$ cat src/sv/rolling_adler32_window_core_assert.svh
// ----------------------------------------------------------------------------
// Assertion macros for the rolling Adler-32 window core
// Implication checks that compile away when ASSERT_OFF is defined.
// ----------------------------------------------------------------------------
`ifndef ROLLING_ADLER32_WINDOW_CORE_ASSERT_SVH
`define ROLLING_ADLER32_WINDOW_CORE_ASSERT_SVH
`ifndef ASSERT_OFF
// Same-cycle implication
`define AD32W_ASSERT_IMP(label, clk, rst, ante, cons) \
   label: assert property (@(posedge clk) disable iff (rst) (ante) |-> (cons)) \
      else $error("rolling_adler32_window_core: same-cycle check failed");
// Next-cycle implication
`define AD32W_ASSERT_NEXT(label, clk, rst, ante, cons) \
   label: assert property (@(posedge clk) disable iff (rst) (ante) |=> (cons)) \
      else $error("rolling_adler32_window_core: next-cycle check failed");
`else
`define AD32W_ASSERT_IMP(label, clk, rst, ante, cons)
`define AD32W_ASSERT_NEXT(label, clk, rst, ante, cons)
`endif
`endif

$ cat src/sv/ad32w_pkg.sv
// ----------------------------------------------------------------------------
// ad32w_pkg
// Shared constants and types of the rolling Adler-32 window core.
// ----------------------------------------------------------------------------
`default_nettype none

package ad32w_pkg;

   localparam int CSR_W          = 13;
   localparam int BYTE_W         = 8;
   localparam int SUM_W          = 16;
   localparam int CHECKSUM_W     = 32;
   localparam int MAX_WINDOW_DEF = 4096;
   localparam int RSP_DEPTH      = 8;

   // Adler modulus and 2^16 folded back under it
   localparam logic [SUM_W-1:0] ADLER_MOD  = 16'd65521;
   localparam logic [3:0]       ADLER_FOLD = 4'd15;

   // Item tag that travels alongside the term pipeline
   typedef struct packed {
      logic              valid;
      logic              start;
      logic              sub;
      logic              wfull;
      logic [BYTE_W-1:0] data_byte;
   } ad32w_tag_type;

   // Finished result waiting in the output queue
   typedef struct packed {
      logic [CHECKSUM_W-1:0] checksum;
      logic                  window_full;
   } ad32w_rsp_type;

endpackage

`default_nettype wire

$ cat src/sv/ad32w_fifo.sv
// ----------------------------------------------------------------------------
// ad32w_fifo
// Small result queue that decouples the pipeline from the result stall.
// ----------------------------------------------------------------------------
`default_nettype none

module ad32w_fifo import ad32w_pkg::*; #(
   parameter int DEPTH = RSP_DEPTH
) (
   input  wire logic          clock,
   input  wire logic          reset,
   input  wire logic          push,
   input  wire ad32w_rsp_type push_data,
   input  wire logic          pop,
   output      logic          out_valid,
   output      ad32w_rsp_type out_data
);

   localparam int PTR_W = (DEPTH > 1) ? $clog2(DEPTH) : 1;
   localparam int CNT_W = $clog2(DEPTH + 1);

   ad32w_rsp_type    mem_ff [DEPTH];
   logic [PTR_W-1:0] wr_ptr_ff, rd_ptr_ff;
   logic [CNT_W-1:0] count_ff;

   // Store the pushed item
   always_ff @(posedge clock) begin
      if (push) begin
         mem_ff[wr_ptr_ff] <= push_data;
      end
   end

   // Advance pointers and occupancy
   always_ff @(posedge clock) begin
      if (reset) begin
         wr_ptr_ff <= '0;
         rd_ptr_ff <= '0;
         count_ff  <= '0;
      end else begin
         if (push) begin
            wr_ptr_ff <= (wr_ptr_ff == PTR_W'(DEPTH - 1)) ? '0 : wr_ptr_ff + 1'b1;
         end
         if (pop) begin
            rd_ptr_ff <= (rd_ptr_ff == PTR_W'(DEPTH - 1)) ? '0 : rd_ptr_ff + 1'b1;
         end
         count_ff <= count_ff + CNT_W'(push) - CNT_W'(pop);
      end
   end

   assign out_valid = (count_ff != '0);
   assign out_data  = mem_ff[rd_ptr_ff];

endmodule

`default_nettype wire

$ cat config.mk
export PLATFORM = sky130hd
export DESIGN_NAME = ad32w_fifo
export DESIGN_NICKNAME = d
export VERILOG_FILES = /design/src/sv/rolling_adler32_window_core_assert.svh /design/src/sv/ad32w_pkg.sv /design/src/sv/ad32w_fifo.sv
export SDC_FILE = /design/constraint.sdc
export NUM_CORES = 1
export LEC_CHECK = 0
export ABC_AREA = 1
export BUFFER_PORTS_ARGS = -buffer_cell sky130_fd_sc_hd__buf_2
export CAP_MARGIN = 40
export CORE_AREA = 2 2 152 169
export CTS_CLUSTER_SIZE = 12
export DETAILED_ROUTE_END_ITERATION = 12
export DIE_AREA = 0 0 154 171
export PLACE_DENSITY_LB_ADDON = 0.12
export SYNTH_ARGS = -nofsm -noshare
export SYNTH_HDL_FRONTEND = slang
export SYNTH_SLANG_ARGS = --single-unit
$ cat constraint.sdc
create_clock -name clock -period 6.8 [get_ports clock]
set_input_delay 1.02 -clock clock [delete_from_list [all_inputs] [get_ports clock]]
set_output_delay 1.02 -clock clock [all_outputs]
set_load 0.01 [all_outputs]
# ---- Yosys cells after proc, flatten, opt, wreduce, memory -nomap -nowiden
# Memory sizes are Yosys's and may differ from the RTL's. A register that Yosys moved wholly into a read port is not among the register bits.
# Index checks and enable logic that the tools add are counted.
dict set report word_totals {
  reg_bits 10
  inputBits 37
  mem_count 1
  mem_bits_rw 264
  output_inout_bits 34
  latch_bits 0
  mem_bits_ro 0
}
dict set report classes {
  add_sub_neg 4
  bitwise_logic 0
  n_lt_le_gt_ge 0
  div_mod_pow 0
  reduce_logical 1
  shifts 0
  mux 6
  n_mul 0
  n_eq_ne 2
}
# memory depth word_bits rd rd_clocked_by_memory_dff wr line
set memory_table {}
lappend memory_table {mem_ff 8 33 1 1 1 ad32w_fifo.sv:22} ;# ad32w_rsp_type mem_ff [DEPTH];
# op count
set ops {}
lappend ops {{3-bit two-way mux} 4}
lappend ops {{3-bit by 1-bit adder with 3-bit output (second input constant)} 2}
lappend ops {{3-bit == test (second input constant)} 2}
lappend ops {{4-bit by 1-bit adder with 4-bit output} 1}
lappend ops {{4-bit nonzero test} 1}
lappend ops {{4-bit by 1-bit subtractor with 4-bit output} 1}
lappend ops {{1-bit two-way mux} 2}

# ---- Longest topological paths before layout
dict set report depth {
  word_depth 4
  mapped_depth 9
}

# ---- Least setup slack after synthesis
# OpenSTA, ideal clock, no wires.
dict set report synth_path {
  path_kind {input port to flip-flop}
  startpoint {input push}
  endpoint {memory mem_ff[1][0] (netlist name) (enable)}
  arrival_time_ns 2.543
  t_required_ns 6.377
  setup_slack_ns 3.834
  path_buffers 0
  stages 2
  path_cell_list {nand2_1 nor2_1}
}
dict set report synth_between {
  elab_chain_cells 2
}
# element line
set synth_lines {}
lappend synth_lines {{from (decl)} ad32w_fifo.sv:12} ;# input wire logic push,
lappend synth_lines {{1-bit two-way mux} ad32w_fifo.sv:28} ;# if (push) begin
lappend synth_lines {{1-bit two-way mux (not written as such)} ad32w_fifo.sv:29} ;# mem_ff[wr_ptr_ff] <= push_data;
lappend synth_lines {{to (decl)} ad32w_fifo.sv:22}
# No other way between the ends.

==> reports/qor.txt <==
Die X: 154 um
met2 usage: 35.5%
PwrDens: 276 nW/um^2
I/O pin count: 71
Max-slew headroom: 41.8%
number of CTS-inserted buffers: 28
area share of the largest cell type after synthesis: 65.3%
Max Clock Skew: 0.00825 ns
Final Instance Area: 13600 sq um
Mapped Nets: 1269
top post-synthesis cells by area: edfxtp_1, nand2_1, inv_1, nand3_1, dfxtp_1
slew at the pin closest to its max-slew limit: 0.873 ns
final worst-path cycle share: 60.8%
top_reg_cell synth: edfxtp_1
outcome: finished clean
GR Layer Usage met1: 25.5%
Placed Instance Area: 12800 sq um
Tmin final: 4.13 ns
hold crit path type: reg2reg
number of gates resized after CTS: 0
RePlAce Congestion: 0.737
Global Route Usage Sum: 19.9%
Root Buffer: clkbuf_16
clk sink count: 277
final setup TNS: 0 ns
vias in the first global route: 7562
port bufs: 70
Crit-path slowest cell: buf_4
drc violations: 0
met3 GRT Util: 3.17%
Max Cap Viol: 0
share of cells above drive strength 1: 10.2%
final core utilization: 54.8%
synthesized area: 12100 sq um
Die Span Y: 171 um
worst path cell trace: inv_4 > buf_4 > nand2_1 > nand3_1 > nand2_1 > nand2_1 > nand2_1 > buf_2
Crit Path Class: reg2out
gr busiest metal: met2
Slew Viols, Final: 0
DP HPWL: 13000 um
Initial Utilization: 48.9%
Clock Path Buffers: 3
first-pass GRT wire length: 40600 um
Syn-to-layout area delta: 11.9%
Pleak: 6.27 nW
core area: 24800 sq um
row count: 61
Routed wire per std cell: 15.7 um
Yosys warning total: 0
EDFF count, synth: 264
drt first pass iters: 5
Final Net Count: 1333
final wirelength: 25500 um
initial antenna violation count: 1
CP endpoint kind: output port
via count: 7764
CTS tree: built
global route total overflow: 0
post-CTS setup buffer count: 0
hold buffer count at CTS: 0
Power Total: 3.75 mW
Distinct cells, synth: 19
RSZ-0062 raised after global routing: false
post-synthesis sequential area ratio: 67.5%
Die ar.: 26300 sq um
final hold vios: 0
Skew-Pair Late Insertion Delay: 0.54 ns
top post-synthesis cells by count: nand2_1, inv_1, edfxtp_1
htree depth: 1
post-route ant nets: 0
Post-Syn Area per Cell: 9.93 sq um
Required @ worst endpoint: 5.78 ns
most common cell in the synthesized netlist: nand2_1
Arrival @ worst endpoint: 3.11 ns
ys async rst share: 0%
Max stage delay on crit path: 0.70 ns
Clk pin slew, worst setup/hold paths: 0.06 ns
Syn Inst Count: 1222
critical path launch point type: register
Synth area leader: edfxtp_1
synthesis-stage register bit count: 277
Crit path top cell by count: nand2_1
Peak VDD IR: 0.000205 V
Vias/cell: 4.80
final setup fails: 0
initial DRC count: 369
worst-path maximum fanout: 71
pin count of the biggest net entering global routing: 74
Highest Clock Rate: 242 MHz
==> sequential cells by signal (all words and copies together), names as in the netlist, named ones only <==
name       count
count_ff       4
wr_ptr_ff      3
rd_ptr_ff      3
mem_ff       264
==> critical path: cells and delay by family, from the launching register on <==
kind	cells	cell delay, ns
buffers and inverters	3	1.55
DFF	1	0.55
and+or+nand+nor	5	0.44
==> power by group <==
group          internal, mW  total, mW  switching, mW
clock network         0.817       1.42          0.600
registers              1.92       1.94         0.0213
logic                 0.125      0.388          0.263
total                  2.86       3.75          0.884
==> final timing paths <==
path | start | end | slack (ns) | cells past startpoint
worst max-delay path | register | out_data[5] | 2.67 | 8
worst min-delay path | rd_ptr_ff[1] | register | 0.49 | 2
worst max register to register | wr_ptr_ff[0] | mem_ff[5][8] | 4.84 | 3
worst min register to register | rd_ptr_ff[1] | register | 0.49 | 2
==> metrics by stage <==
stage          setup WS, ns  hold WS [ns]  instances
6_report               2.67         0.487       1618
3_3_place_gp           3.22         0.482       1571
2_1_floorplan          3.83         0.454       1222
5_1_grt                2.39         0.525       1617
3_5_place_dp           3.21         0.477       1571
4_1_cts                2.63         0.486       1617
==> cell type report <==
| type | instances | area [sq um] |
|---|---|---|
| Fill cell | 2162 | 11200 |
| Clock inverter | 3 | 15.0 |
| Sequential cell | 277 | 8190 |
| Clock buffer | 43 | 818 |
| Tap cell | 315 | 394 |
| Timing Repair Buffer | 84 | 455 |
| Inverter | 282 | 1060 |
| Antenna cell | 1 | 2.50 |
| Multi-Input combinational cell | 613 | 2650 |
==> layer usage <==
layer / part of all wire, % / wire length [um] / vias up
met5: 0 / 0 / -
met4: 1.9 / 483 / 0
met3: 5.0 / 1260 / 37
met2: 49 / 12600 / 168
met1: 44 / 11100 / 3647
li1: - / - / 3912
==> cell families (layout without fill, tap and decap cells) <==
group	after synthesis	in the layout	share of synthesized area, %
simple gates	592	592	19.7
other cells	0	1	0
fa+ha+maj	10	10	1.09
flops	277	277	67.5
buf+inv	332	412	11.2
xor+xnor	1	1	0.0722
compound gates	10	10	0.433
==> placed cells by master, fill, tap and decap left out, drive strengths merged <==
| master | count |
|---|---|
| a21oi | 7 |
| buf | 84 |
| clkbuf | 43 |
| clkinv | 3 |
| dfxtp | 13 |
| diode | 1 |
| edfxtp | 264 |
| fa | 1 |
| ha | 9 |
| inv | 282 |
| nand2 | 441 |
| nand3 | 136 |
| nor2 | 15 |
| o21a | 1 |
| o21ai | 2 |
| xnor2 | 1 |
(Power assumes the default switching activity.)
