===== src/sv/rolling_adler32_window_core_assert.svh =====
// ----------------------------------------------------------------------------
// Assertion macros for the rolling Adler-32 window core
// Implication checks that compile away when ASSERT_OFF is defined.
// ----------------------------------------------------------------------------
`ifndef ROLLING_ADLER32_WINDOW_CORE_ASSERT_SVH
`define ROLLING_ADLER32_WINDOW_CORE_ASSERT_SVH
`ifndef ASSERT_OFF
// Same-cycle implication
`define AD32W_ASSERT_IMP(label, clk, rst, ante, cons) \
   label: assert property (@(posedge clk) disable iff (rst) (ante) |-> (cons)) \
      else $error("rolling_adler32_window_core: same-cycle check failed");
// Next-cycle implication
`define AD32W_ASSERT_NEXT(label, clk, rst, ante, cons) \
   label: assert property (@(posedge clk) disable iff (rst) (ante) |=> (cons)) \
      else $error("rolling_adler32_window_core: next-cycle check failed");
`else
`define AD32W_ASSERT_IMP(label, clk, rst, ante, cons)
`define AD32W_ASSERT_NEXT(label, clk, rst, ante, cons)
`endif
`endif


===== src/sv/ad32w_pkg.sv =====
// ----------------------------------------------------------------------------
// ad32w_pkg
// Shared constants and types of the rolling Adler-32 window core.
// ----------------------------------------------------------------------------
`default_nettype none

package ad32w_pkg;

   localparam int CSR_W          = 13;
   localparam int BYTE_W         = 8;
   localparam int SUM_W          = 16;
   localparam int CHECKSUM_W     = 32;
   localparam int MAX_WINDOW_DEF = 4096;
   localparam int RSP_DEPTH      = 8;

   // Adler modulus and 2^16 folded back under it
   localparam logic [SUM_W-1:0] ADLER_MOD  = 16'd65521;
   localparam logic [3:0]       ADLER_FOLD = 4'd15;

   // Item tag that travels alongside the term pipeline
   typedef struct packed {
      logic              valid;
      logic              start;
      logic              sub;
      logic              wfull;
      logic [BYTE_W-1:0] data_byte;
   } ad32w_tag_type;

   // Finished result waiting in the output queue
   typedef struct packed {
      logic [CHECKSUM_W-1:0] checksum;
      logic                  window_full;
   } ad32w_rsp_type;

endpackage

`default_nettype wire


===== src/sv/ad32w_term.sv =====
// ----------------------------------------------------------------------------
// ad32w_term
// Two-stage unit for the leaving byte's B term: (1 + n*old) mod 65521.
// ----------------------------------------------------------------------------
`default_nettype none

module ad32w_term import ad32w_pkg::*; #(
   parameter int NW = 13
) (
   input  wire logic              clock,
   input  wire logic              reset,
   input  wire ad32w_tag_type     tag_in,
   input  wire logic [NW-1:0]     win_len,
   input  wire logic [BYTE_W-1:0] read_data,
   output      ad32w_tag_type     tag_out,
   output      logic [BYTE_W-1:0] old_out,
   output      logic [SUM_W-1:0]  term_out
);

   localparam int PW = (NW + BYTE_W + 1 > SUM_W + 1) ? NW + BYTE_W + 1 : SUM_W + 1;
   localparam int HW = PW - SUM_W;
   localparam int FW = SUM_W + 2;

   ad32w_tag_type     tag_a_ff, tag_b_ff;
   logic [BYTE_W-1:0] old_a_ff, old_b_ff;
   logic [PW-1:0]     prod_a_ff;
   logic [SUM_W-1:0]  term_b_ff;

   logic [BYTE_W-1:0] old_a_in;
   logic [PW-1:0]     prod_a_in;
   logic [HW-1:0]     prod_hi;
   logic [FW-1:0]     fold;
   logic [SUM_W-1:0]  term_b_in;

   // Multiply: old byte only counts when the window is full
   always_comb begin
      old_a_in  = tag_in.sub ? read_data : '0;
      prod_a_in = PW'(win_len) * PW'(old_a_in) + PW'(tag_in.sub);
   end

   // Reduce: fold the upper part by 2^16 = 15, then one subtract
   always_comb begin
      prod_hi   = prod_a_ff[PW-1:SUM_W];
      fold      = FW'(prod_a_ff[SUM_W-1:0]) + FW'(prod_hi) * FW'(ADLER_FOLD);
      term_b_in = (fold >= FW'(ADLER_MOD)) ? SUM_W'(fold - FW'(ADLER_MOD))
                                           : SUM_W'(fold);
   end

   // Advance both stages every cycle
   always_ff @(posedge clock) begin
      if (reset) begin
         tag_a_ff <= '0;
         tag_b_ff <= '0;
      end else begin
         tag_a_ff <= tag_in;
         tag_b_ff <= tag_a_ff;
      end
      old_a_ff  <= old_a_in;
      prod_a_ff <= prod_a_in;
      old_b_ff  <= old_a_ff;
      term_b_ff <= term_b_in;
   end

   assign tag_out  = tag_b_ff;
   assign old_out  = old_b_ff;
   assign term_out = term_b_ff;

endmodule

`default_nettype wire


===== config.mk =====
export PLATFORM = sky130hd
export DESIGN_NAME = ad32w_term
export DESIGN_NICKNAME = d
export VERILOG_FILES = /design/src/sv/rolling_adler32_window_core_assert.svh /design/src/sv/ad32w_pkg.sv /design/src/sv/ad32w_term.sv
export SDC_FILE = /design/constraint.sdc
export NUM_CORES = 1
export LEC_CHECK = 0
export BUFFER_PORTS_ARGS = -buffer_cell sky130_fd_sc_hd__buf_2
export CAP_MARGIN = 10
export CORE_ASPECT_RATIO = 1.75
export CORE_MARGIN = 2
export CORE_UTILIZATION = 45
export CTS_CLUSTER_SIZE = 12
export DETAILED_ROUTE_END_ITERATION = 12
export MAX_ROUTING_LAYER = met4
export PLACE_DENSITY = 0.73
export SYNTH_ARGS = -nofsm -noshare
export SYNTH_HDL_FRONTEND = slang
export SYNTH_SLANG_ARGS = --single-unit
export TNS_END_PERCENT = 50

===== constraint.sdc =====
create_clock -name clock -period 12 [get_ports clock]
set_input_delay 1.2 -clock clock [delete_from_list [all_inputs] [get_ports clock]]
set_output_delay 1.2 -clock clock [all_outputs]
set_load 0.02 [all_outputs]

[After elaboration in Yosys (flattened, before gate mapping)]
Index checks and enable logic that the tools add are counted.
Word-level totals
  output and inout port bits: 36
  RAM bits: 0
  bits in read-only memories: 0
  bits in registers: 78
  word-level logic and storage cells: 22
  memories kept: 0
  latch bits: 0
Operators by class
  $lt $le $gt $ge: 1
  equal/unequal tests: 0
  reductions and logical operators: 0
  bitwise gates (word level): 0
  multiply operators: 2
  add/subtract/negate cells: 3
  div/mod/pow operators: 0
  mux-type cells: 2
  shifts and indexed selects: 0
Operators with widths (count)
  adder 21 x 1 -> 22 bit: 1
  multiplier 13 x 8 -> 21 bit: 1
  adder 16 x 10 -> 17 bit: 1
  >= comparator 17 x 16 -> 1 bit (second input constant): 1
  two-way mux 16 bit: 1
  subtractor 16 bit (second input constant): 1
  multiplier 6 x 4 -> 10 bit (second input constant): 1
  two-way mux 8 bit: 1

[Logic depth before layout (Yosys ltp)]
Gate-level depths: netlist of the first run.
  depth after elaboration: 4
  depth in mapped cells: 21

[Least setup slack after synthesis of the first run]
OpenSTA, ideal clock, no wires.
  path type: input to register
  start point: input port tag_in[9] (netlist bit)
  end point: register prod_a_ff[18]
  path slack: 6335 ps
  arrival time: 5593 ps
  cell stages on the path: 19
  required time: 11928 ps
  cells stage by stage: clkbuf_1 -> and2_1 -> clkbuf_1 -> nand2_1 -> fa_1 -> fa_1 -> fa_1 -> inv_1 -> fa_1 -> ha_1 -> o21a_1 -> o21ai_0 -> inv_1 -> a41oi_1 -> a21oi_1 -> a21oi_1 -> o21ai_0 -> a21oi_1 -> xnor2_1
On the way
  word-level cells in the longest chain between the ends: 3
Ends and longest elaborated chain
  from (decl): line ad32w_term.sv:12  | input wire ad32w_tag_type tag_in,
  two-way mux 8 bit: line ad32w_term.sv:37  | old_a_in = tag_in.sub ? read_data : '0;
  via old_a_in[7]: line ad32w_term.sv:29  | logic [BYTE_W-1:0] old_a_in;
  multiplier 13 x 8 -> 21 bit: line ad32w_term.sv:38  | prod_a_in = PW'(win_len) * PW'(old_a_in) + PW'(tag_in.sub);
  adder 21 x 1 -> 22 bit: line ad32w_term.sv:38
  via prod_a_in[18]: line ad32w_term.sv:30  | logic [PW-1:0] prod_a_in;
  to (signal assigned): line ad32w_term.sv:59  | prod_a_ff <= prod_a_in;
  to (decl): line ad32w_term.sv:26  | logic [PW-1:0] prod_a_ff;
The timed path passes the listed nets, and every way through them passes these cells.
A chain may end at the register's enable or synchronous reset.

[Final worst setup path of the first run]
  start point: input port tag_in[9] (netlist bit)
  end point: register prod_a_ff[18]
On the way
  word-level cells in the longest chain between the ends: 3
Ends and longest elaborated chain (line)
  two-way mux 8 bit: ad32w_term.sv:37
  multiplier 13 x 8 -> 21 bit: ad32w_term.sv:38
  adder 21 x 1 -> 22 bit (*): ad32w_term.sv:38
  via prod_a_in[18]: ad32w_term.sv:30
Mark *: on every way through the listed nets, which the timed path passes. The rest lies on a longest branch.

==> results of run 1 <==
## power by group through the flow
| stage | registers, mW | logic [mW] | clock network [mW] |
|---|---|---|---|
| 6_report | 0.360 | 0.935 | 0.284 |
| 3_5_place_dp | 0.367 | 0.937 | 0 |
| 5_1_grt | 0.368 | 1.07 | 0.303 |
| 4_1_cts | 0.361 | 0.944 | 0.292 |
| 2_1_floorplan | 0.399 | 0.709 | 0 |
| 3_3_place_gp | 0.367 | 0.919 | 0 |
## final cells by class
| class | instances | area [um2] | share of cell area [%] |
|---|---|---|---|
| Clock inverter | 7 | 90.1 | 1.20 |
| Multi-Input combinational cell | 493 | 4550 | 60.5 |
| Timing Repair Buffer | 70 | 350 | 4.66 |
| Tap cell | 183 | 229 | 3.04 |
| Sequential cell | 78 | 1560 | 20.8 |
| Clock buffer | 9 | 225 | 2.99 |
| Inverter | 138 | 518 | 6.89 |
## cell usage in the layout, fill, tap and decap left out, types with 3 or more instances in the layout
cell,Yosys,layout
o21ai_1,4,4
o21a_1,5,5
xnor2_1,22,22
a21oi_1,21,21
nor2_1,22,22
or3_1,3,3
xor2_1,10,10
or2_2,4,4
o21bai_1,4,4
nand3_1,10,10
inv_1,138,138
nor3_1,3,3
clkbuf_16,0,9
fa_1,82,82
buf_2,1,70
nand2b_1,6,6
o21ai_0,15,15
nand2_1,74,74
a31oi_1,3,3
dfxtp_1,78,78
and2_1,9,9
and3_1,52,52
a211oi_1,6,6
a21o_1,5,5
ha_1,69,69
nor2b_1,27,27
## flip-flops by register name, summed over array words and instances (netlist names)
register / cells
tag_a_ff: 12
term_out: 16
old_out: 8
prod_a_ff: 22
tag_out: 12
old_a_ff: 8
## layer usage
| layer | vias to the layer above | routed length (um) | GRT usage, % |
|---|---|---|---|
| li1 | 2437 | - | - |
| met1 | 2422 | 5000 | 19.2 |
| met2 | 120 | 7820 | 34.8 |
| met3 | 42 | 509 | 3.54 |
| met4 | 0 | 776 | 10.4 |
| met5 | - | 0 | - |
## cells by family after synthesis
family                   Yosys count  synth area share (%)
AO/OA/AOI/OAI                     81                  8.22
XOR/XNOR                          32                  4.18
adder cells (fa/ha/maj)          151                  37.4
buffers and inverters            157                  8.81
flip-flops                        78                  23.3
AND/OR/NAND/NOR                  229                  18.1
## stage by stage
stage | area (um2) | power, mW | hold slack, ps | utilization [%] | cells
2_1_floorplan | 6700 | 1.11 | 310 | - | 728
3_3_place_gp | 7210 | 1.29 | 314 | 49.1 | 962
3_5_place_dp | 7210 | 1.30 | 313 | 49.1 | 962
4_1_cts | 7520 | 1.60 | 328 | 51.2 | 978
5_1_grt | 7520 | 1.74 | 333 | 51.2 | 978
6_report | 7520 | 1.58 | 328 | 51.2 | 978
## worst max-delay path by stage
stage,startpoint,cells past startpoint,slack (ps),to
after floorplan,tag_in[9],19,6340,prod_a_ff[18]
after global routing,tag_in[9],18,5510,prod_a_ff[18]
after CTS,tag_in[9],18,5960,prod_a_ff[18]
final,tag_in[9],18,5910,prod_a_ff[18]
after global placement,tag_in[9],18,5690,prod_a_ff[18]
after detailed placement,tag_in[9],18,5600,prod_a_ff[18]
==> results by group, run 1 <==
Setup path
  – RR Endpoint: term_out[7]
  – CP max FO: 59
  – Max incr delay on CP: 560 ps
  – Crit path max-delay family: adder cells
  – CP most frequent cell: fa_1
  – Worst setup path class: input pin to flip-flop
  – Crit path capture type: flip-flop
  – Worst setup SP type: input pin
  – R2R depth: 17
  – Slowest cell on the critical path: buf_2
  – Worst Path Buf+Inv: 3
  – Critical path arrival: 6360 ps
  – CP required: 12280 ps
  – Reg2reg setup slack: 6790 ps
  – Critical-path cell list: buf_2 > and2_1 > nand2_1 > fa_1 > fa_1 > fa_1 > inv_1 > fa_1 > ha_1 > o21a_1 > o21ai_0 > inv_1 > a41oi_1 > a21oi_1 > a21oi_1 > o21ai_0 > a21oi_1 > xnor2_1
  – FF-to-FF Start: prod_a_ff[18]

Clock tree
  – Clock tree from TritonCTS: built
  – Cts bufs inserted: 9
  – Clock tree buffer depth: 2
  – Sink Count: 78
  – H-tree levels: 3
  – Post-CTS Resized: 0
  – Postcts setup bufs: 0
  – Clock root buffer: clkbuf_16
  – Worst-Skew Late Latency: 340 ps
  – Clock Pin Slew Worst Setup and Hold Paths: 60 ps
  – Hold_buf cts: 0

Timing
  – Final setup vio count: 0
  – Pins Over Slew Limit: 0
  – Unrepaired setup endpoints after global routing: no
  – Max-slew headroom: 51.6%
  – Final period util: 50.7%
  – Worst setup margin: 5910 ps
  – Slew @ Worst Pin: 726 ps
  – FMAX: 164 MHz
  – Setup_tns: 0 ps
  – Final Hold Viols: 0
  – Tmin final: 6090 ps
  – Final setup skew: 4.24 ps

GRT
  – Largest net degree at the start of global routing: 60
  – Vias in the first global route: about 4.9k
  – Remaining Overflow, GRT: 0
  – Initial antenna violation count: 0
  – First-pass GRT wire length: 22700 um
  – GRT Util Overall: roughly a fifth

Finish
  – Nets: 976
  – Area growth syn-to-layout: 12.3%
  – Filler instances: 1394
  – Share of cells above drive strength 1: 12.6%
  – # diodes: 0

Synth
  – Dominant cell type by area after synthesis: fa_1
  – Asr flop ratio synth: 0%
  – Mapped Area: ~6700 um2
  – Number of enable flip-flop cells after synthesis: 0
  – Share of the synthesized area in the top cell type: between 20% and 30%
  – Syn Inst Count: 728
  – Post-synth cell types: 56
  – Average cell area after synthesis: 9.20 um2
  – Synth Warn #: 0
  – Seq/Total Area, Yosys: 23.3%
  – Main area contributors after synthesis: fa_1, dfxtp_1, ha_1
  – Post-synth top flop: dfxtp_1
  – Mapped Nets: between 900 and 1k
  – Count leader, synth: inv_1
  – Commonest cells in the netlist: inv_1, fa_1, dfxtp_1, nand2_1, ha_1
  – Synth Register Bits: 78

Die
  – Total core area: 14700 um2
  – DIE AREA: 15900 um2
  – Initial Util: 45.6%
  – Die height: approximately 170 um
  – Number of core rows: 59
  – Die width: 96.2 um
  – IO Pins: 71

Worst hold path
  – Hold Path Sink: old_out[0]
  – HP Class: flip-flop to flip-flop
  – Hold Startpoint: old_a_ff[0]
  – Worst hold stages: 0

Drt
  – WL final: approximately 14000 um
  – Drt first pass iters: 4
  – Initial DRC count: between 150 and 200
  – DR WL/cell: 14.4 um
  – Vias: 5021
  – Average vias per placed instance: 5.13
  – DRC Markers: 0
  – Detail Route Antenna Nets: 0

Job
  – Maxcap violations: 0

Placement
  – I/O Buffers: 70
  – Pre-CTS worst setup slack: 5600 ps
  – Detail Placement HPWL: between 10000 and 15000 um
  – Routability Congestion: roughly 0.94

Power
  – Sequential share of power: 22.8%
  – Net Switching: 0.694 mW
  – Peak supply drop: 0.122 mV
  – Net Sw Frac: a little over two fifths
  – Clock share of power: 18.0%
  – Internal power: 0.885 mW
  – Lkg Pwr: 3.89 nW
  – P per Cell Area: 210 nW/um2
  – Part of the power in combinational logic: 59.2%

Run status
  – Outcome: complete, no violations
(Power assumes the default switching activity.)
==> run 2: changes to the inputs <==
--- a/config.mk
+++ b/config.mk
@@ -13,7 +13,7 @@
 export CTS_CLUSTER_SIZE = 12
 export DETAILED_ROUTE_END_ITERATION = 12
 export MAX_ROUTING_LAYER = met4
-export PLACE_DENSITY = 0.73
+export PLACE_DENSITY = 0.75
 export SYNTH_ARGS = -nofsm -noshare
 export SYNTH_HDL_FRONTEND = slang
 export SYNTH_SLANG_ARGS = --single-unit
==> constraint.sdc (replaced) <==
create_clock -name clock -period 5.4 [get_ports clock]
set_input_delay 0.54 -clock clock [delete_from_list [all_inputs] [get_ports clock]]
set_output_delay 0.54 -clock clock [all_outputs]
set_load 0.02 [all_outputs]
==> results by group, run 2 (synthesis results as in run 1) <==
Power
  – Net Switching: 1.63 mW
  – Lkg Pwr: between 3 and 4 nW
  – Peak supply drop: 0.331 mV
  – Clock share of power: 16.4%
  – Internal power: 1.96 mW
  – Sequential share of power: 22.3%
  – Part of the power in combinational logic: 61.2%
  – Net Sw Frac: a little under half
  – P per Cell Area: 470 nW/um2

Setup path
  – CP max FO: 5
  – Crit path capture type: flip-flop
  – CP Capture Point: term_out[7]
  – Worst setup path class: flip-flop to flip-flop
  – Worst setup SP type: flip-flop
  – Critical path arrival: 5330 ps
  – Worst setup startpoint: prod_a_ff[19]
  – R2R depth: 17
  – CP required: 5670 ps
  – Reg2reg setup slack: 350 ps
  – FF-to-FF Start: prod_a_ff[19]
  – RR Endpoint: term_out[7]

GRT
  – Vias in the first global route: 5089
  – Grt met1 use: 18.8%
  – First-pass GRT wire length: 22700 um
  – Top Usage Layer GRT: met2
  – GRT Util Overall: a little under a fifth
  – Initial antenna violation count: 0
  – Remaining Overflow, GRT: 0
  – Largest net degree at the start of global routing: 39
  – GR Util met3: 2.27%
  – Met2 global-route usage: 34.9%

Timing
  – Unrepaired setup endpoints after global routing: no
  – Final Hold Viols: 0
  – Pins Over Slew Limit: 0
  – Slew @ Worst Pin: 452 ps
  – Tmin final: 5050 ps
  – Final setup vio count: 0
  – FMAX: 198 MHz
  – Max-slew headroom: 69.6%
  – Setup_tns: 0 ps
  – Final period util: 93.6%
  – Final setup skew: approximately 6.3 ps

Finish
  – Commonest non-fill, non-tap cell in the layout: inv_1
  – Largest Register: prod_a_ff
  – Filler instances: about 1.3k
  – Final Non-Filler Cells: a little under 1k
  – Area growth syn-to-layout: 13.7%
  – # diodes: 0
  – Nets: 985
  – Share of cells above drive strength 1: between 10 and 15%
  – Commonest cells after routing, fill and taps aside: inv_1, fa_1, dfxtp_1, nand2_1, buf_2
  – Max reg flops: 22
  – Utilization after layout: about half

Clock tree
  – Cts bufs inserted: 9
  – Sink Count: 78
  – Clock root buffer: clkbuf_16
  – H-tree levels: 3
  – Post-CTS Resized: 0
  – Hold_buf cts: 0
  – Clock tree from TritonCTS: built
  – Postcts setup bufs: 0
  – Clock tree buffer depth: 2
  – Clock Pin Slew Worst Setup and Hold Paths: 70 ps
  – Worst-Skew Late Latency: ~340 ps

Job
  – Maxcap violations: 0

Run status
  – Outcome: complete, no violations

Die
  – Initial Util: about 46%
  – DIE AREA: ~16000 um2
  – Number of core rows: 59
  – Die width: roughly 96 um
  – Die height: 165 um
  – Total core area: 14700 um2
  – IO Pins: 71

Drt
  – WL final: around 14000 um
  – Initial DRC count: 170
  – DRC Markers: 0
  – Average vias per placed instance: around 5.2
  – Vias: 5094
  – Drt first pass iters: 4
  – Detail Route Antenna Nets: 0
  – DR WL/cell: around 14 um

Worst hold path
  – Hold Startpoint: old_a_ff[6]
  – HP Class: flip-flop to flip-flop

Placement
  – # placed instances: 971
  – Detail Placement HPWL: 11700 um
  – I/O Buffers: 70
  – Routability Congestion: 0.912
==> run 2: critical path: stages (launching register included) <==
cell	delay, ps
dfxtp_1	420
inv_1	150
fa_1	510
inv_1	60
fa_1	500
inv_1	60
fa_1	500
inv_1	40
ha_1	360
o21ai_1	110
or2_4	270
o31ai_4	310
o21ai_1	220
nor4b_2	350
a211oi_1	120
or4_4	490
a2111oi_4	370
xnor2_1	140
==> run 2: final cells by class <==
| class | count | area [um2] | share of cell area, % |
|---|---|---|---|
| clock buffers | 9 | 225 | 2.96 |
| clock inverters | 7 | 62.6 | 0.821 |
| inverters | 138 | 518 | 6.80 |
| multi-input cells | 493 | 4600 | 60.4 |
| flip-flops and latches | 78 | 1560 | 20.5 |
| well taps | 183 | 229 | 3.01 |
| repair buffers | 79 | 420 | 5.52 |
==> run 2: worst min-delay path by stage <==
stage | slack [ps] | to | cells past startpoint
5_1_grt | 340 | old_out[6] | 0
3_3_place_gp | 320 | old_out[0] | 0
2_1_floorplan | 310 | old_out[0] | 0
3_5_place_dp | 320 | old_out[6] | 0
4_1_cts | 330 | old_out[6] | 0
6_report | 330 | old_out[6] | 0
==> run 2: power groups by stage <==
stage / sequential (mW) / combinational, mW / clock (mW)
2_1_floorplan: 0.886 / 1.58 / 0
3_3_place_gp: 0.812 / 2.05 / 0
3_5_place_dp: 0.815 / 2.10 / 0
4_1_cts: 0.802 / 2.12 / 0.605
5_1_grt: 0.815 / 2.50 / 0.628
6_report: 0.801 / 2.19 / 0.589
==> run 2: through the flow <==
stage,total power [mW],hold slack [ps],setup WS [ps],area (um2)
after global placement,2.87,315,149,7270
final,3.58,328,346,7620
after global routing,3.94,344,32.2,7620
after CTS,3.52,331,237,7560
after detailed placement,2.92,315,91.3,7270
after floorplan,2.46,310,395,6700
==> run 2: routing by layer <==
| metal | up-vias | wire length (um) | part of all wire [%] |
|---|---|---|---|
| li1 | 2471 | - | - |
| met1 | 2448 | 5010 | 36 |
| met2 | 130 | 7980 | 57 |
| met3 | 45 | 461 | 3.3 |
| met4 | 0 | 643 | 4.6 |
| met5 | - | 0 | 0 |
==> run 3: changes to the inputs <==
--- a/config.mk
+++ b/config.mk
@@ -5,15 +5,15 @@
 export SDC_FILE = /design/constraint.sdc
 export NUM_CORES = 1
 export LEC_CHECK = 0
+export ABC_AREA = 1
 export BUFFER_PORTS_ARGS = -buffer_cell sky130_fd_sc_hd__buf_2
 export CAP_MARGIN = 10
 export CORE_ASPECT_RATIO = 1.75
 export CORE_MARGIN = 2
-export CORE_UTILIZATION = 45
-export CTS_CLUSTER_SIZE = 12
+export CORE_UTILIZATION = 25
 export DETAILED_ROUTE_END_ITERATION = 12
 export MAX_ROUTING_LAYER = met4
-export PLACE_DENSITY = 0.75
+export PLACE_DENSITY = 0.51
 export SYNTH_ARGS = -nofsm -noshare
 export SYNTH_HDL_FRONTEND = slang
 export SYNTH_SLANG_ARGS = --single-unit
==> results by group, run 3 <==
Clock tree
  – Clock root buffer: clkbuf_16
  – Clock Pin Slew Worst Setup and Hold Paths: 60 ps
  – Clock tree from TritonCTS: built
  – H-tree levels: 3
  – Post-CTS Resized: 0
  – Postcts setup bufs: 0
  – Sink Count: 78
  – Hold_buf cts: 0
  – Worst-Skew Late Latency: 350 ps
  – Clock tree buffer depth: 2
  – Cts bufs inserted: 9

Setup path
  – CP max FO: 10
  – R2R depth: 19
  – Crit path capture type: flip-flop
  – RR Endpoint: term_out[14]
  – CP Capture Point: prod_a_ff[19]
  – CP most frequent cell: nand2_1
  – Max incr delay on CP: 540 ps
  – Worst setup startpoint: tag_in[9]
  – Worst setup path class: input pin to flip-flop
  – Worst setup SP type: input pin
  – CP required: 5630 ps
  – Critical-path cell list: buf_2 > nand2_1 > clkinv_1 > nand2_1 > fa_1 > fa_1 > fa_1 > inv_1 > fa_1 > ha_1 > nand2_1 > o21ai_0 > a21oi_1 > o21ai_0 > nand2_1 > nand2_1 > a21oi_1 > xor2_1
  – Reg2reg setup slack: 940 ps
  – FF-to-FF Start: prod_a_ff[19]
  – Slowest cell on the critical path: fa_1
  – Critical path arrival: 5060 ps

Placement
  – Routability Congestion: 0.943
  – Pre-CTS worst setup slack: 177 ps
  – Detail Placement HPWL: between 15000 and 20000 um
  – I/O Buffers: 70

Die
  – Initial Util: 25.5%
  – Die width: 132 um
  – DIE AREA: 30000 um2
  – Die height: between 200 and 250 um
  – IO Pins: 71
  – Total core area: 28100 um2
  – Number of core rows: 81

Synth
  – Post-Synth Adder-Cell Area: 35.0%
  – Commonest cells in the netlist: inv_1, nand2_1, nor2_1, fa_1, dfxtp_1
  – Mapped Area: 7150 um2
  – Simple-Gate Fraction of Synth Area: between 20% and 30%
  – Syn Inst Count: slightly above 900
  – Multiplexer share of the synthesized area: 0%
  – Post-synth top flop: dfxtp_1
  – Dominant cell type by area after synthesis: fa_1
  – Synth Warn #: 0
  – Asr flop ratio synth: 0%
  – Seq/Total Area, Yosys: a little over a fifth
  – Count leader, synth: inv_1
  – Average cell area after synthesis: 7.86 um2
  – Number of enable flip-flop cells after synthesis: 0
  – Post-Synth XOR/XNOR Area: ~3.4%
  – Synth Register Bits: 78
  – Mapped Nets: 1096
  – Post-synth cell types: 37
  – Compound-Gate Fraction of Synth Area: 3.57%
  – Share of the synthesized area in the top cell type: 23.0%
  – Main area contributors after synthesis: fa_1, dfxtp_1, ha_1
  – Largest family of logic cells by synthesized area: adder cells

Timing
  – Hold_ws: 328 ps
  – Unrepaired setup endpoints after global routing: no
  – Pins Over Slew Limit: 0
  – FMAX: a little over 200 MHz
  – Max-slew headroom: 72.6%
  – Final setup vio count: 0
  – Slew @ Worst Pin: 407 ps
  – Setup_tns: 0 ps
  – Tmin final: 4840 ps
  – Final setup skew: 9.54 ps
  – Final Hold Viols: 0
  – Worst setup margin: 563 ps
  – Final period util: 89.6%

Finish
  – Max reg flops: 22
  – Filler instances: 3107
  – # diodes: 0
  – Commonest non-fill, non-tap cell in the layout: inv_1
  – Area growth syn-to-layout: 15.1%
  – Share of cells above drive strength 1: 13.2%
  – Commonest cells after routing, fill and taps aside: inv_1, nand2_1, nor2_1, fa_1, dfxtp_1
  – Utilization after layout: 29.3%
  – Area occupied by multi-input gates: 4680 um2
  – Nets: 1171
  – Largest Register: prod_a_ff
  – Register Area: roughly 1600 um2

Drt
  – Drt first pass iters: 5
  – Vias: 5594
  – DRC Markers: 0
  – Initial DRC count: 218
  – Detail Route Antenna Nets: 0
  – DR WL/cell: 13.1 um
  – Average vias per placed instance: 4.10
  – WL final: 17800 um

Worst hold path
  – Hold Startpoint: old_a_ff[0]
  – HP Class: flip-flop to flip-flop

Power
  – Peak supply drop: between 0.3 and 0.4 mV
  – Clock share of power: about 14%
  – Internal power: 2.16 mW
  – Sequential share of power: 18.2%
  – P per Cell Area: roughly 530 nW/um2
  – Lkg Pwr: 4.50 nW
  – Part of the power in combinational logic: about 68%
  – Net Sw Frac: 50.5%
  – Net Switching: 2.21 mW

GRT
  – Remaining Overflow, GRT: 0
  – Largest net degree at the start of global routing: 25
  – Initial antenna violation count: 0
  – GRT Util Overall: 12.7%
  – Vias in the first global route: 5942
  – First-pass GRT wire length: 29200 um

Job
  – Maxcap violations: 0

Run status
  – Outcome: complete, no violations
## run 3: per-layer routing
metal | up-vias | global-route usage [%] | wire [um]
met2 | 133 | 25.2 | 9960
met4 | 0 | 6.25 | 931
met5 | - | - | 0
li1 | 2846 | - | -
met1 | 2575 | 11.5 | 6400
met3 | 40 | 2.00 | 539
## run 3: layout make-up
class,count,share of cell area [%]
sequential,78,19.0
inverter,228,10.4
clock inverter,6,0.851
clock buffer,10,2.78
multi-input combinational,596,56.9
tap,373,5.67
timing repair buffer,72,4.44
## run 3: cell families (layout without fill, tap and decap cells)
logic type / after synthesis / after routing
compound gates: 46 / 46
buf+inv: 236 / 316
xor+xnor: 28 / 28
simple gates: 371 / 371
flops: 78 / 78
fa+ha+maj: 151 / 151
## run 3: critical path, delay by kind of cell
| kind | cells | cell delay, ps |
|---|---|---|
| adder cells (fa/ha/maj) | 5 | 2350 |
| AO/OA/AOI/OAI | 4 | 840 |
| AND/OR/NAND/NOR | 5 | 680 |
| buffers and inverters | 3 | 500 |
| XOR/XNOR | 1 | 140 |
## run 3: power groups by stage
stage	clock [mW]	combinational, mW	sequential, mW
6_report	0.619	2.95	0.796
5_1_grt	0.669	3.40	0.814
3_3_place_gp	0	2.95	0.812
4_1_cts	0.647	3.00	0.800
2_1_floorplan	0	2.32	0.883
3_5_place_dp	0	2.99	0.813
## run 3: per-stage QoR
step | std cells | power (mW) | cell area [um2]
after floorplan | 910 | 3.20 | 7150
after global placement | 1347 | 3.77 | 7930
after detailed placement | 1347 | 3.81 | 7930
after CTS | 1363 | 4.45 | 8230
after global routing | 1363 | 4.88 | 8230
final | 1363 | 4.37 | 8230
## run 3: how the worst min path moves through the flow
| stage | endpoint | slack [ps] | cells after the start |
|---|---|---|---|
| 4_1_cts | old_out[1] | 330 | 0 |
| 2_1_floorplan | old_out[0] | 310 | 0 |
| 5_1_grt | old_out[1] | 330 | 0 |
| 3_3_place_gp | old_out[1] | 320 | 0 |
| 3_5_place_dp | old_out[1] | 320 | 0 |
| 6_report | old_out[0] | 330 | 0 |
